==> config.mk <==
export PLATFORM = sky130hd
export DESIGN_NAME = length_field_frame_receiver
export DESIGN_NICKNAME = d
export VERILOG_FILES = /design/src/rtl/lffr_pkg.sv /design/src/rtl/lffr_core.sv /design/src/rtl/length_field_frame_receiver.sv
export VERILOG_INCLUDE_DIRS = /design/src /design/src/rtl
export SDC_FILE = /design/constraint.sdc
export NUM_CORES = 1
export LEC_CHECK = 0
export BUFFER_PORTS_ARGS = -buffer_cell sky130_fd_sc_hd__buf_2
export CORE_ASPECT_RATIO = 1.1
export CORE_MARGIN = 2
export CORE_UTILIZATION = 59
export DETAILED_ROUTE_END_ITERATION = 16
export HOLD_SLACK_MARGIN = 0.02
export PLACE_DENSITY = 0.86
export SETUP_SLACK_MARGIN = 0.02
export SLEW_MARGIN = 10
export SYNTH_ARGS = -nofsm -noshare
export SYNTH_HDL_FRONTEND = slang
export SYNTH_SLANG_ARGS = --single-unit
==> constraint.sdc <==
create_clock -name clk_i -period 9.6 [get_ports clk_i]
set_clock_uncertainty 0.1 [all_clocks]
set_input_delay 1.92 -clock clk_i [delete_from_list [all_inputs] [get_ports clk_i]]
set_output_delay 1.92 -clock clk_i [all_outputs]
set_load 0.02 [all_outputs]
==> src/rtl/length_field_frame_receiver_defines.svh <==
// Assertion macros shared by the length-field frame receiver RTL.
// No dependencies; included by the modules that carry assertions.
`ifndef LENGTH_FIELD_FRAME_RECEIVER_DEFINES_SVH
`define LENGTH_FIELD_FRAME_RECEIVER_DEFINES_SVH

// Plain property under clock and active-low reset.
`define LFFR_ASSERT(lbl, clk, rstn, prop, msg) \
  lbl: assert property (@(posedge clk) disable iff (!rstn) (prop)) else $error(msg);

// Same-cycle implication under clock and active-low reset.
`define LFFR_ASSERT_IMP(lbl, clk, rstn, ante, cons, msg) \
  lbl: assert property (@(posedge clk) disable iff (!rstn) (ante) |-> (cons)) else $error(msg);

// Next-cycle implication under clock and active-low reset.
`define LFFR_ASSERT_NEXT(lbl, clk, rstn, ante, cons, msg) \
  lbl: assert property (@(posedge clk) disable iff (!rstn) (ante) |=> (cons)) else $error(msg);

`endif

==> src/rtl/lffr_pkg.sv <==
// Types and constants of the length-field frame receiver.
// No dependencies; used by lffr_core, length_field_frame_receiver and the testbench.
package lffr_pkg;

  localparam int unsigned MaxFrameDefault  = 1024;
  localparam logic [7:0]  TimeoutReset     = 8'd10;
  localparam int unsigned FrameOverhead    = 10;

  localparam logic [7:0]  Hdr0ByteA        = 8'hAA;
  localparam logic [7:0]  Hdr0ByteB        = 8'hAB;
  localparam logic [7:0]  Hdr1ByteA        = 8'hBB;
  localparam logic [7:0]  Hdr1ByteB        = 8'hBC;
  localparam logic [7:0]  Hdr2Byte         = 8'hCC;

  localparam int unsigned Hdr0Pos          = 0;
  localparam int unsigned Hdr1Pos          = 1;
  localparam int unsigned Hdr2Pos          = 2;
  localparam int unsigned LenHiPos         = 3;
  localparam int unsigned LenLoPos         = 4;
  localparam int unsigned ChkHiPos         = 5;
  localparam int unsigned ChkLoPos         = 6;

  localparam int unsigned FuncByte         = 0;
  localparam int unsigned FuncTick         = 1;

  localparam logic [2:0]  RegTimeoutAddr   = 3'd0;

  typedef struct packed {
    logic        kept;
    logic [9:0]  index;
    logic [7:0]  value;
    logic        done;
    logic [10:0] length;
  } lffr_result_t;

endpackage

==> src/rtl/lffr_core.sv <==
// Frame parser of the length-field frame receiver: position, idle countdown,
// header and length checks. Depends on lffr_pkg.
module lffr_core #(
  parameter int unsigned MaxFrame = lffr_pkg::MaxFrameDefault
) (
  input  logic                 clk_i,
  input  logic                 rst_ni,
  input  logic                 accept_i,
  input  logic                 func_i,
  input  logic [7:0]           rx_byte_i,
  input  logic [7:0]           timeout_i,
  output lffr_pkg::lffr_result_t result_o
);
  import lffr_pkg::*;

  localparam int unsigned PosW = $clog2(MaxFrame + 1);
  localparam int unsigned LenW = 17;

  logic [PosW-1:0] pos_q, pos_d, exp_q, exp_d;
  logic [PosW-1:0] pos_eff, pos_inc;
  logic [7:0]      cnt_q, cnt_d;
  logic [7:0]      len_hi_q, len_hi_d, len_lo_q, len_lo_d, chk_hi_q, chk_hi_d;
  logic [15:0]     len_word, chk_word;
  logic [LenW-1:0] len_total;
  logic            len_ok, kept, done, is_tick;

  always_comb begin
    is_tick   = (func_i == 1'(FuncTick));
    pos_eff   = (cnt_q == 8'd0) ? '0 : pos_q;
    pos_inc   = pos_eff + PosW'(1);
    len_word  = {len_hi_q, len_lo_q};
    chk_word  = {chk_hi_q, rx_byte_i};
    len_total = {1'b0, len_word} + LenW'(FrameOverhead);
    len_ok    = ((len_word & chk_word) == 16'd0) && (len_total <= LenW'(MaxFrame));

    kept     = 1'b1;
    exp_d    = exp_q;
    len_hi_d = len_hi_q;
    len_lo_d = len_lo_q;
    chk_hi_d = chk_hi_q;
    unique case (pos_eff)
      PosW'(Hdr0Pos): begin
        kept = (rx_byte_i == Hdr0ByteA) || (rx_byte_i == Hdr0ByteB);
      end
      PosW'(Hdr1Pos): begin
        kept = (rx_byte_i == Hdr1ByteA) || (rx_byte_i == Hdr1ByteB);
      end
      PosW'(Hdr2Pos): begin
        kept = (rx_byte_i == Hdr2Byte);
      end
      PosW'(LenHiPos): begin
        len_hi_d = rx_byte_i;
      end
      PosW'(LenLoPos): begin
        len_lo_d = rx_byte_i;
      end
      PosW'(ChkHiPos): begin
        chk_hi_d = rx_byte_i;
      end
      PosW'(ChkLoPos): begin
        kept = len_ok;
        if (len_ok) begin
          exp_d = len_total[PosW-1:0];
        end
      end
      default: begin
        kept = 1'b1;
      end
    endcase

    done = kept && (pos_eff > PosW'(ChkLoPos)) && (pos_inc >= exp_q);

    if (is_tick) begin
      cnt_d = (cnt_q != 8'd0) ? cnt_q - 8'd1 : cnt_q;
      pos_d = pos_q;
    end else begin
      cnt_d = timeout_i;
      pos_d = (!kept || done) ? '0 : pos_inc;
    end

    result_o.kept   = !is_tick && kept;
    result_o.index  = (!is_tick && kept) ? 10'(pos_eff) : 10'd0;
    result_o.value  = (!is_tick && kept) ? rx_byte_i : 8'd0;
    result_o.done   = !is_tick && done;
    result_o.length = (!is_tick && done) ? 11'(exp_q) : 11'd0;
  end

  always_ff @(posedge clk_i or negedge rst_ni) begin
    if (!rst_ni) begin
      pos_q    <= '0;
      cnt_q    <= '0;
      exp_q    <= PosW'(MaxFrame);
      len_hi_q <= '0;
      len_lo_q <= '0;
      chk_hi_q <= '0;
    end else if (accept_i) begin
      pos_q <= pos_d;
      cnt_q <= cnt_d;
      if (!is_tick) begin
        exp_q    <= exp_d;
        len_hi_q <= len_hi_d;
        len_lo_q <= len_lo_d;
        chk_hi_q <= chk_hi_d;
      end
    end
  end

endmodule

==> src/rtl/length_field_frame_receiver.sv <==
// Top level of the length-field frame receiver: configuration port, handshake
// and result register. Depends on lffr_pkg, lffr_core and the defines header.
//
// The receiver takes one word (a received byte or a millisecond tick) in each
// cycle in which in_stall_o is low, and gives exactly one result word per input
// word, in the cycle after it is taken. The parser checks a word combinationally,
// so the rate is one word per cycle unless stalled; in_stall_o is high only while
// a result is held in the output register and the output side stalls.
`include "length_field_frame_receiver_defines.svh"

module length_field_frame_receiver #(
  parameter int unsigned MaxFrame = lffr_pkg::MaxFrameDefault
) (
  input  logic        clk_i,
  input  logic        rst_ni,
  input  logic        in_valid_i,
  output logic        in_stall_o,
  input  logic        func_i,
  input  logic [7:0]  rx_byte_i,
  output logic        out_valid_o,
  input  logic        out_stall_i,
  output logic        byte_kept_o,
  output logic [9:0]  byte_index_o,
  output logic [7:0]  byte_value_o,
  output logic        frame_done_o,
  output logic [10:0] frame_length_o,
  input  logic        psel,
  input  logic        penable,
  input  logic        pwrite,
  input  logic [2:0]  paddr,
  input  logic [31:0] pwdata,
  output logic [31:0] prdata,
  output logic        pready
);
  import lffr_pkg::*;

  logic         in_accept, cfg_write;
  logic         out_valid_q, out_valid_d;
  logic [7:0]   timeout_q;
  lffr_result_t res_d, res_q;

  assign pready     = 1'b1;
  assign cfg_write  = psel && penable && pwrite && pready;
  assign prdata     = (paddr[2] == RegTimeoutAddr[2]) ? {24'd0, timeout_q} : 32'd0;
  assign in_stall_o = out_valid_q && out_stall_i;
  assign in_accept  = in_valid_i && !in_stall_o;
  assign out_valid_d = in_accept ? 1'b1 : (out_stall_i ? out_valid_q : 1'b0);

  lffr_core #(
    .MaxFrame(MaxFrame)
  ) u_core (
    .clk_i     (clk_i),
    .rst_ni    (rst_ni),
    .accept_i  (in_accept),
    .func_i    (func_i),
    .rx_byte_i (rx_byte_i),
    .timeout_i (timeout_q),
    .result_o  (res_d)
  );

  always_ff @(posedge clk_i or negedge rst_ni) begin
    if (!rst_ni) begin
      timeout_q   <= TimeoutReset;
      out_valid_q <= 1'b0;
    end else begin
      out_valid_q <= out_valid_d;
      if (cfg_write && (paddr[2] == RegTimeoutAddr[2])) begin
        timeout_q <= pwdata[7:0];
      end
    end
  end

  always_ff @(posedge clk_i) begin
    if (in_accept) begin
      res_q <= res_d;
    end
  end

  assign out_valid_o    = out_valid_q;
  assign byte_kept_o    = res_q.kept;
  assign byte_index_o   = res_q.index;
  assign byte_value_o   = res_q.value;
  assign frame_done_o   = res_q.done;
  assign frame_length_o = res_q.length;

  `LFFR_ASSERT_NEXT(a_accept_gives_result, clk_i, rst_ni, in_accept, out_valid_q, "accepted word produced no result")
  `LFFR_ASSERT_IMP(a_done_is_kept, clk_i, rst_ni, out_valid_q && res_q.done, res_q.kept, "frame done on a dropped byte")
  `LFFR_ASSERT_IMP(a_dropped_is_zero, clk_i, rst_ni, out_valid_q && !res_q.kept, (res_q.index == 10'd0) && (res_q.value == 8'd0) && (res_q.length == 11'd0), "dropped byte has nonzero fields")
  `LFFR_ASSERT_IMP(a_tick_not_kept, clk_i, rst_ni, in_accept && (func_i == 1'(FuncTick)), !res_d.kept && !res_d.done, "tick produced a kept byte")

endmodule

==> results of run 1 <==
## state kept, by name, summed over array words and instances, names as in the netlist
name,count
u_core.exp_q,11
u_core.pos_q,11
byte_index_o,10
u_core.cnt_q,8
timeout_q,8
u_core.chk_hi_q,8
byte_value_o,8
out_valid_o,1
byte_kept_o,1
frame_length_o,11
frame_done_o,1
u_core.len_lo_q,8
u_core.len_hi_q,8
## worst register-to-register path, cell delays in order (launching register included)
cell	delay, ns
dfrtp_1	0.38
inv_1	0.09
ha_1	0.23
nor4b_1	0.36
or4b_1	0.71
nand2_1	0.21
inv_1	0.14
ha_1	0.29
nand2_1	0.09
nor2_1	0.07
nand4_1	0.11
xor2_1	0.25
nor2_1	0.07
ha_1	0.31
nand2_1	0.06
o21ai_0	0.21
a21oi_1	0.06
a21oi_1	0.73
nor2b_1	0.54
and2_1	0.21
## metrics by stage
| step | hold WS, ns | utilization [%] | cell area (sq um) | std cells | worst slack, ns |
|---|---|---|---|---|---|
| 2_1_floorplan | 0.350 | - | 5250 | 514 | 5.36 |
| 3_3_place_gp | 0.361 | 64.5 | 5460 | 648 | 4.49 |
| 3_5_place_dp | 0.370 | 64.5 | 5460 | 648 | 4.32 |
| 4_1_cts | 0.383 | 66.5 | 5620 | 664 | 4.29 |
| 5_1_grt | 0.385 | 66.5 | 5620 | 664 | 3.81 |
| 6_report | 0.381 | 66.5 | 5620 | 664 | 4.23 |
## routing by layer
metal	vias to the layer above	share of wire, %	global-route usage, %
met1	1812	42	29.2
met2	124	50	38.5
met4	0	2.8	11.8
met5	-	0	0
li1	1812	-	-
met3	22	5.7	3.17
## cells in the mapped netlist (10+ instances only)
master,number
buf_4,25
inv_1,21
nand2_1,54
ha_1,17
clkbuf_1,13
edfxtp_1,31
nand3_1,11
o21ai_0,20
mux2_2,27
dfrtp_1,60
a21oi_1,19
nor2_1,21
nor2b_1,11
and2_1,21
xor2_1,10
## power by group through the flow
| stage | Clock [mW] | Sequential (mW) | Combinational [mW] |
|---|---|---|---|
| CTS | 0.235 | 0.562 | 0.390 |
| finish | 0.233 | 0.564 | 0.389 |
| global placement | 0 | 0.564 | 0.372 |
| detailed placement | 0 | 0.570 | 0.387 |
| global route | 0.253 | 0.573 | 0.440 |
| floorplan | 0 | 0.563 | 0.299 |
## cell type report
type | instances | share of cell area (%)
tap | 111 | 2.47
inverter | 21 | 1.40
clock buffer | 12 | 2.58
sequential | 94 | 44.6
clock inverter | 4 | 0.423
multi-input combinational | 354 | 42.3
timing repair buffer | 68 | 6.18
## placed cells by master, fill, tap and decap left out, types with 2 or more instances in the layout
cell type / n
mux2_4: 2
mux2_2: 27
conb_1: 25
or3_1: 2
a221oi_1: 2
clkinvlp_4: 2
xnor2_1: 8
and2_1: 21
inv_1: 21
nand3_1: 11
nand2_1: 54
a31oi_1: 2
o31ai_1: 2
o41ai_1: 6
nand3b_1: 3
nor2b_1: 11
or2_2: 5
dfstp_2: 3
buf_4: 3
dfrtp_1: 60
o22ai_1: 3
nand2b_1: 8
xor2_1: 10
o211ai_1: 6
mux2i_1: 5
o21ai_1: 6
clkbuf_8: 10
nor3_1: 8
nor2_1: 21
buf_2: 65
and3_1: 8
ha_1: 17
o21a_1: 2
a21oi_1: 19
a22oi_1: 4
edfxtp_1: 31
o21ai_0: 20
or4_1: 4
nand4_1: 6
clkbuf_1: 2
## logic make-up (layout without fill, tap and decap cells)
kind of cell	count (synthesis)	in the layout	synth area share, %
simple gates	173	173	18.2
buf+inv	66	105	7.00
other cells	2	25	0.145
compound gates	86	86	11.1
fa+ha+maj	17	17	4.12
flops	94	94	48.6
mux	35	35	7.70
xor+xnor	18	18	3.05
## worst max path at each step
stage / end / slack, ns / cells after the start
floorplan: prdata[0] / 5.36 / 1
global placement: frame_length_o[9] / 4.49 / 18
detailed placement: frame_length_o[1] / 4.32 / 18
CTS: frame_length_o[1] / 4.29 / 18
global route: frame_length_o[1] / 3.81 / 19
finish: frame_length_o[1] / 4.23 / 19
==> impl_metrics.csv, run 1 <==
group,metric,value,unit
status,run_status,"finished, final reports clean",
final_layout,drive_gt1_share,22.8,%
pwr,p_int,0.756,mW
detailed_routing,routed-via-count,3770,
logic_synthesis,synthFlopType,"dfrtp_1",
clock_tree,h-tree-depth,3,
logic_synthesis,ys_seq_area_share,48.6,%
logic_synthesis,synth_area_leaders,"dfrtp_1, edfxtp_1, mux2_2, ha_1, nand2_1",
clock_tree,cts_tree,"yes",
setup_path,critPathMaxFanout,13,
pwr,p_switching,0.431,mW
timing,fmax,186,MHz
clock_tree,numCtsBuffers,9,
final_layout,antenna_cells,0,
final_layout,multi_input_area,2380,sq um
pwr,swShare,36.3,%
worst_hold_path,min_to,"u_core.exp_q[10]",
setup_path,worst_ep_required_time,9.74,ns
logic_synthesis,synth_cells,491,
worst_hold_path,holdPathStages,2,
setup_path,path_class,"reg -> reg",
final_layout,nFillCells,646,
logic_synthesis,ys_warn_count,0,
setup_path,r2r_start,"u_core.cnt_q[0]",
timing,timing.slew.headroom,29.9,%
global_routing,grt_usage,22.9,%
worst_hold_path,hp-start,"u_core.exp_q[10]",
setup_path,setup.worst_path.start_class,"flop",
detailed_routing,drc,0,
placement,gp_congestion,0.915,
floorplan,fp.dieW,93.2,um
detailed_routing,drtIter0Drc,294,
pwr,powerDensity,211,nW/um^2
floorplan,rows,35,
logic_synthesis,synth_top_area_cell,"dfrtp_1",
floorplan,pin_count,117,
detailed_routing,finalWirelength,10.3,mm
setup_path,arrival,5.51,ns
pwr,power_leakage,2.58,nW
floorplan,initial_core_util,61.1,%
floorplan,die_h,102,um
placement,dp.final_hpwl,7.41,mm
clock_tree,clock_path_buffers,2,
final_layout,seqCellArea,2510,sq um
logic_synthesis,netlist_area,5160,sq um
run,maxCapViolCount,0,
logic_synthesis,synth-seq-cells,94,
floorplan,coreArea,8450,sq um
clock_tree,cts_root_buf,"clkbuf_8",
setup_path,r2r_end,"frame_length_o[1]",
logic_synthesis,yosysTopAreaCellShare,29.1,%
setup_path,r2r_cells,19,
setup_path,crit_start,"u_core.cnt_q[0]",
setup_path,r2r_slack,4.23,ns
pwr,power,1.19,mW
logic_synthesis,synthDistinctLibCells,66,
timing,min_period,5.37,ns
setup_path,path_cells,"inv_1 > ha_1 > nor4b_1 > or4b_1 > nand2_1 > inv_1 > ha_1 > nand2_1 > nor2_1 > nand4_1 > xor2_1 > nor2_1 > ha_1 > nand2_1 > o21ai_0 > a21oi_1 > a21oi_1 > nor2b_1 > and2_1",
detailed_routing,firstDrtPassIters,4,
global_routing,grt_pass1_vias,3534,
timing,post-route-period-util,55.9,%
logic_synthesis,synthArstFlopShare,67.0,%
pwr,ir_worst_vdd,0.104,mV
timing,rsz0062_at_grt,"false",
detailed_routing,drtAntennaViolNets,0,
global_routing,grt_max_degree,64,
setup_path,path_buf_inv,2,
setup_path,cp_top_family,"simple AND/OR/NAND/NOR gates",
logic_synthesis,synth.avg_cell_area,10.5,sq um
detailed_routing,wl_per_cell,15.5,um
pwr,p_clk_share,19.7,%
clock_tree,post_cts_buffers,0,
pwr,pwr-share-comb,32.8,%
pwr,p_seq_share,47.5,%
clock_tree,path_clk_slew,0.09,ns
global_routing,grt_overflow,0,
final_layout,syn2layout_area_growth,8.89,%
setup_path,critPathMaxStageDelay,0.73,ns
clock_tree,clk_latency,0.37,ns
timing,setup_viol,0,
setup_path,worstSetupEndpointType,"flop",
clock_tree,cts_sinks,94,
placement,portBuffers,65,
global_routing,antenna_found_initial,0,
detailed_routing,vias_per_cell,5.68,
setup_path,worst_path_max_delay_cell,"a21oi_1",
clock_tree,post_cts_resized,0,
clock_tree,hold_buffers,0,
logic_synthesis,synth-edff-count,31,
timing,worst_slew_pin_slew,1.05,ns
global_routing,grt_first_pass_wirelength,17.0,mm
final_layout,layout.nets,616,
floorplan,dieArea,9520,sq um
worst_hold_path,min_path_type,"reg -> reg",
timing,hold_viol,0,
timing,finalSetupTns,0,ns
timing,slew_violations,0,
No activity file was read; power rests on OpenSTA's default activity.
==> run 2: changes to the inputs <==
Settings changed: CORE_UTILIZATION 59 to 55, PLACE_DENSITY 0.86 to 0.81.
Clock period 9.6 ns to 4.95 ns, I/O delays scaled along.
==> run 2 against run 1 <==
Setup slack got worse by 3.8 ns. Core utilization fell by 5.3 points. Sequential power rose by 95%. Final cell count rose by 1.2%. Critical endpoint is now frame_length_o[3].
==> impl_metrics.csv, run 2 (synthesis results as in run 1) <==
group,metric,value,unit
status,run_status,"finished, final reports clean",
global_routing,grt_usage,22.2,%
clock_tree,h-tree-depth,3,
timing,setup_viol,0,
timing,worst_slew_pin_slew,1.08,ns
detailed_routing,finalWirelength,10.5,mm
timing,min_period,4.57,ns
worst_hold_path,min_path_type,"reg -> reg",
timing,rsz0062_at_grt,"false",
final_layout,drive_gt1_share,23.8,%
clock_tree,cts_root_buf,"clkbuf_8",
final_layout,postLayoutCoreUtil,61.2,%
detailed_routing,routed-via-count,3778,
setup_path,r2r_end,"frame_length_o[3]",
setup_path,path_class,"reg -> reg",
timing,finalSetupTns,0,ns
worst_hold_path,holdPathStages,2,
worst_hold_path,hp-start,"u_core.exp_q[10]",
setup_path,r2r_slack,0.38,ns
final_layout,layout_commonest_cell,"buf_2",
detailed_routing,drtIter0Drc,190,
clock_tree,post_cts_buffers,0,
detailed_routing,vias_per_cell,5.62,
pwr,power,2.32,mW
floorplan,die_h,106,um
floorplan,initial_core_util,55.8,%
timing,fmax,219,MHz
clock_tree,cts_sinks,94,
setup_path,arrival,4.59,ns
setup_path,setup.worst_path.start_class,"flop",
pwr,ir_worst_vdd,0.204,mV
floorplan,dieArea,10200,sq um
timing,slew_violations,0,
pwr,powerDensity,409,nW/um^2
setup_path,r2r_start,"u_core.cnt_q[0]",
detailed_routing,firstDrtPassIters,4,
setup_path,critPathMaxFanout,12,
final_layout,nFillCells,778,
final_layout,seqCellArea,2510,sq um
final_layout,multi_input_area,2390,sq um
clock_tree,cts_tree,"yes",
global_routing,grt_first_pass_wirelength,17.4,mm
global_routing,grt_max_degree,41,
run,maxCapViolCount,0,
setup_path,r2r_cells,20,
detailed_routing,drc,0,
timing,post-route-period-util,92.3,%
final_layout,antenna_cells,0,
clock_tree,path_clk_slew,0.09,ns
global_routing,grt_pass1_vias,3718,
floorplan,rows,37,
setup_path,worst_ep_required_time,4.97,ns
pwr,power_leakage,2.61,nW
timing,hold_viol,0,
clock_tree,numCtsBuffers,9,
timing,timing.slew.headroom,27.8,%
global_routing,grt_overflow,0,
clock_tree,clock_path_buffers,2,
final_layout,layout.nets,618,
detailed_routing,wl_per_cell,15.6,um
global_routing,antenna_found_initial,0,
clock_tree,clk_latency,0.37,ns
placement,dp.final_hpwl,7.68,mm
worst_hold_path,min_to,"u_core.exp_q[10]",
final_layout,layout_common_cells,"buf_2, dfrtp_1, nand2_1",
placement,portBuffers,65,
floorplan,coreArea,9260,sq um
detailed_routing,drtAntennaViolNets,0,
setup_path,worstSetupEndpointType,"flop",
floorplan,pin_count,117,
placement,gp_congestion,0.882,
floorplan,fp.dieW,96.4,um
final_layout,syn2layout_area_growth,9.76,%
run 2: final cells by class:
type	instances	share of cell area, %
clock buffers	10	2.43
repair buffers	70	6.40
flip-flops and latches	94	44.3
clock inverters	6	0.662
multi-input cells	354	42.2
well taps	117	2.58
inverters	21	1.39
run 2: timing repair:
action / in CTS / in global routing
resized for setup: 0 / 3
endpoints found under the setup margin: 0 / 21
hold buffers: 0 / 0
run 2: power by group:
group	switching, mW	internal (mW)	total (mW)
clock network	0.266	0.194	0.461
registers	0.140	0.957	1.10
logic	0.441	0.322	0.763
total	0.847	1.47	2.32
run 2: how the worst max path moves through the flow:
stage	start	end	slack (ns)	cells past startpoint
6_report	u_core.cnt_q[0]	frame_length_o[3]	0.38	20
5_1_grt	u_core.cnt_q[0]	frame_length_o[3]	0.02	20
4_1_cts	u_core.cnt_q[0]	frame_length_o[3]	0.27	20
3_5_place_dp	u_core.cnt_q[0]	frame_length_o[3]	0.31	20
3_3_place_gp	u_core.cnt_q[0]	frame_length_o[1]	0.49	20
2_1_floorplan	u_core.cnt_q[0]	frame_length_o[10]	0.72	21
run 2: stage by stage:
step,cell area (sq um),instances,setup WS (ns),hold slack [ns]
after floorplan,5250,514,0.721,0.350
after global placement,5480,656,0.489,0.362
final,5670,672,0.382,0.388
after global routing,5670,672,0.0216,0.406
after detailed placement,5480,656,0.305,0.374
after CTS,5650,672,0.271,0.386
run 2: worst max-delay path, stage by stage (launching register included):
cell	delay (ns)
dfrtp_1	0.38
inv_1	0.10
ha_1	0.24
nor4b_4	0.26
or4b_1	0.53
buf_4	0.21
nand2_1	0.12
inv_1	0.08
ha_1	0.24
nand2_1	0.09
nor2_1	0.07
nand4_1	0.12
xor2_1	0.22
nor2_1	0.10
ha_1	0.32
a2111oi_1	0.33
o21ai_0	0.15
a21oi_1	0.13
a21oi_1	0.09
nor2b_1	0.22
and2_1	0.22
run 2: routing by layer:
metal | up-vias | routed length (um) | track usage (%)
li1 | 1815 | - | -
met1 | 1814 | 4460 | 28.5
met4 | 0 | 356 | 12.4
met5 | - | 0 | 0
met3 | 26 | 494 | 3.15
met2 | 123 | 5190 | 35.7
==> run 3: changes to the inputs <==
Settings changed: CORE_UTILIZATION 55 to 49, PLACE_DENSITY 0.81 to 0.76.
Clock period 4.95 ns to 4 ns, I/O delays scaled along.
==> run 3 against run 2 <==
Power rose by 45%. Final area is 8.1% higher. Sequential share of layout area down 3.3 points. Flip-flop and latch count unchanged. Clock power up 85%. Wire length grew 6.9%. Non-clock buffer count rose by 15. Largest cell class is now multi-input combinational cells. Largest power group unchanged. Highest routed layer unchanged.
==> impl_metrics.csv, run 3 (synthesis results as in run 1) <==
group,metric,value,unit
setup_path,path_class,"reg -> reg",
clock_tree,path_clk_slew,0.06,ns
floorplan,pin_count,117,
floorplan,rows,39,
detailed_routing,firstDrtPassIters,4,
placement,dp.final_hpwl,7.66,mm
timing,worst_slew_pin_slew,1.07,ns
global_routing,grt_pass1_vias,3677,
final_layout,antenna_cells,0,
detailed_routing,finalWirelength,11.2,mm
setup_path,critPathMaxStageDelay,0.54,ns
detailed_routing,drtAntennaViolNets,0,
detailed_routing,routed-via-count,3873,
timing,min_period,3.94,ns
pwr,p_int,2.19,mW
setup_path,worst_path_max_delay_cell,"or4b_4",
pwr,p_clk_share,25.4,%
setup_path,setup.worst_path.start_class,"flop",
timing,rsz0062_at_grt,"true",
global_routing,grt_usage,20.2,%
timing,setup_viol,0,
setup_path,path_cells,"inv_2 > ha_4 > nor4b_4 > or4b_4 > nand2_2 > inv_2 > ha_4 > nand2_2 > nor2_2 > nand4_1 > xor2_1 > nor2_1 > ha_1 > a2111oi_2 > o21ai_1 > a21oi_2 > a21oi_4 > nor2b_4 > and2_4",
clock_tree,clk_latency,0.35,ns
clock_tree,cts_sinks,94,
placement,portBuffers,65,
timing,fmax,254,MHz
pwr,power_leakage,2.79,nW
floorplan,coreArea,10300,sq um
floorplan,dieArea,11400,sq um
timing,setup_slack,0.0586,ns
final_layout,layout.nets,634,
worst_hold_path,min_path_type,"reg -> reg",
clock_tree,numCtsBuffers,9,
global_routing,grt_max_degree,51,
detailed_routing,vias_per_cell,5.42,
placement,gp_congestion,0.899,
floorplan,initial_core_util,49.9,%
setup_path,worstSetupEndpointType,"flop",
final_layout,layout_common_cells,"buf_2, dfrtp_1, nand2_1",
clock_tree,cts_root_buf,"clkbuf_16",
final_layout,drive_gt1_share,31.2,%
detailed_routing,drc,0,
status,run_status,"finished, final reports clean",
setup_path,worst_ep_required_time,4.00,ns
floorplan,die_h,112,um
clock_tree,cts_tree,"yes",
setup_path,critPathMaxFanout,6,
timing,timing.slew.headroom,28.7,%
global_routing,grt_first_pass_wirelength,17.8,mm
global_routing,grt_overflow,0,
final_layout,layout_commonest_cell,"buf_2",
clock_tree,clock_path_buffers,2,
pwr,powerDensity,549,nW/um^2
final_layout,syn2layout_area_growth,18.6,%
timing,slew_violations,0,
timing,whs,0.379,ns
detailed_routing,drtIter0Drc,173,
setup_path,arrival,3.94,ns
global_routing,antenna_found_initial,0,
pwr,p_switching,1.17,mW
clock_tree,h-tree-depth,3,
timing,post-route-period-util,98.5,%
pwr,pwr-share-comb,34.1,%
run,maxCapViolCount,0,
pwr,p_seq_share,40.5,%
detailed_routing,wl_per_cell,15.7,um
pwr,ir_worst_vdd,0.287,mV
floorplan,fp.dieW,102,um
timing,hold_viol,0,
pwr,swShare,34.8,%
placement,pre_cts_slack,-0.0854,ns
final_layout,nFillCells,899,
run 3: what timing repair did:
action,in CTS,in global routing
hold endpoints to repair,0,0
setup buffers,1,9
pin swaps,1,25
cloned,0,2
hold buffers,0,0
setup endpoints to repair,15,23
gates resized for setup,5,27
run 3: area by class of cell:
| type | instances | area [sq um] | area share, % |
|---|---|---|---|
| multi-input combinational | 355 | 2580 | 42.0 |
| sequential | 94 | 2510 | 41.0 |
| timing repair buffer | 85 | 479 | 7.82 |
| clock buffer | 12 | 279 | 4.55 |
| tap | 143 | 179 | 2.92 |
| inverter | 21 | 78.8 | 1.29 |
| clock inverter | 4 | 23.8 | 0.388 |
run 3: final timing paths:
path | from | end | slack [ns] | depth (start not counted)
max in group asynchronous | rst_ni | u_core.len_hi_q[6] | 2.74 | 2
setup / recovery | u_core.cnt_q[0] | frame_length_o[10] | 0.06 | 19
hold reg to reg | u_core.exp_q[10] | u_core.exp_q[10] | 0.38 | 2
min in group asynchronous | rst_ni | u_core.pos_q[7] | 0.39 | 1
hold / removal | u_core.exp_q[10] | u_core.exp_q[10] | 0.38 | 2
setup reg to reg | u_core.cnt_q[0] | frame_length_o[10] | 0.06 | 19
run 3: metal layers:
layer	vias up	GRT usage (%)	wire length [um]
met5	-	0	0
met4	0	10.3	320
met3	26	3.77	609
met2	145	32.8	5590
met1	1856	25.5	4710
li1	1846	-	-
run 3: stage by stage:
| stage | util (%) | area [sq um] | total power [mW] | setup TNS [ns] | instances |
|---|---|---|---|---|---|
| final | 59.2 | 6130 | 3.36 | 0 | 714 |
| after detailed placement | 53.9 | 5580 | 2.35 | -0.964 | 686 |
| after CTS | 57.1 | 5910 | 3.23 | 0 | 703 |
| after global routing | 59.2 | 6130 | 3.55 | -1.73 | 714 |
| after global placement | 53.9 | 5580 | 2.31 | -0.0309 | 686 |
| after floorplan | - | 5300 | 2.09 | 0 | 514 |
run 3: power by group through the flow:
stage / Combinational [mW] / Clock, mW / Sequential (mW)
after floorplan: 0.732 / 0 / 1.36
after global placement: 0.949 / 0 / 1.36
after detailed placement: 0.980 / 0 / 1.37
after CTS: 1.01 / 0.868 / 1.35
after global routing: 1.26 / 0.904 / 1.38
final: 1.15 / 0.855 / 1.36
run 3: critical path, delay by kind of cell (launching register included):
family | cells | cell delay (ns)
fa+ha+maj | 3 | 0.66
compound gates | 4 | 0.71
buf+inv | 2 | 0.15
simple gates | 9 | 1.48
xor+xnor | 1 | 0.22
flops | 1 | 0.39
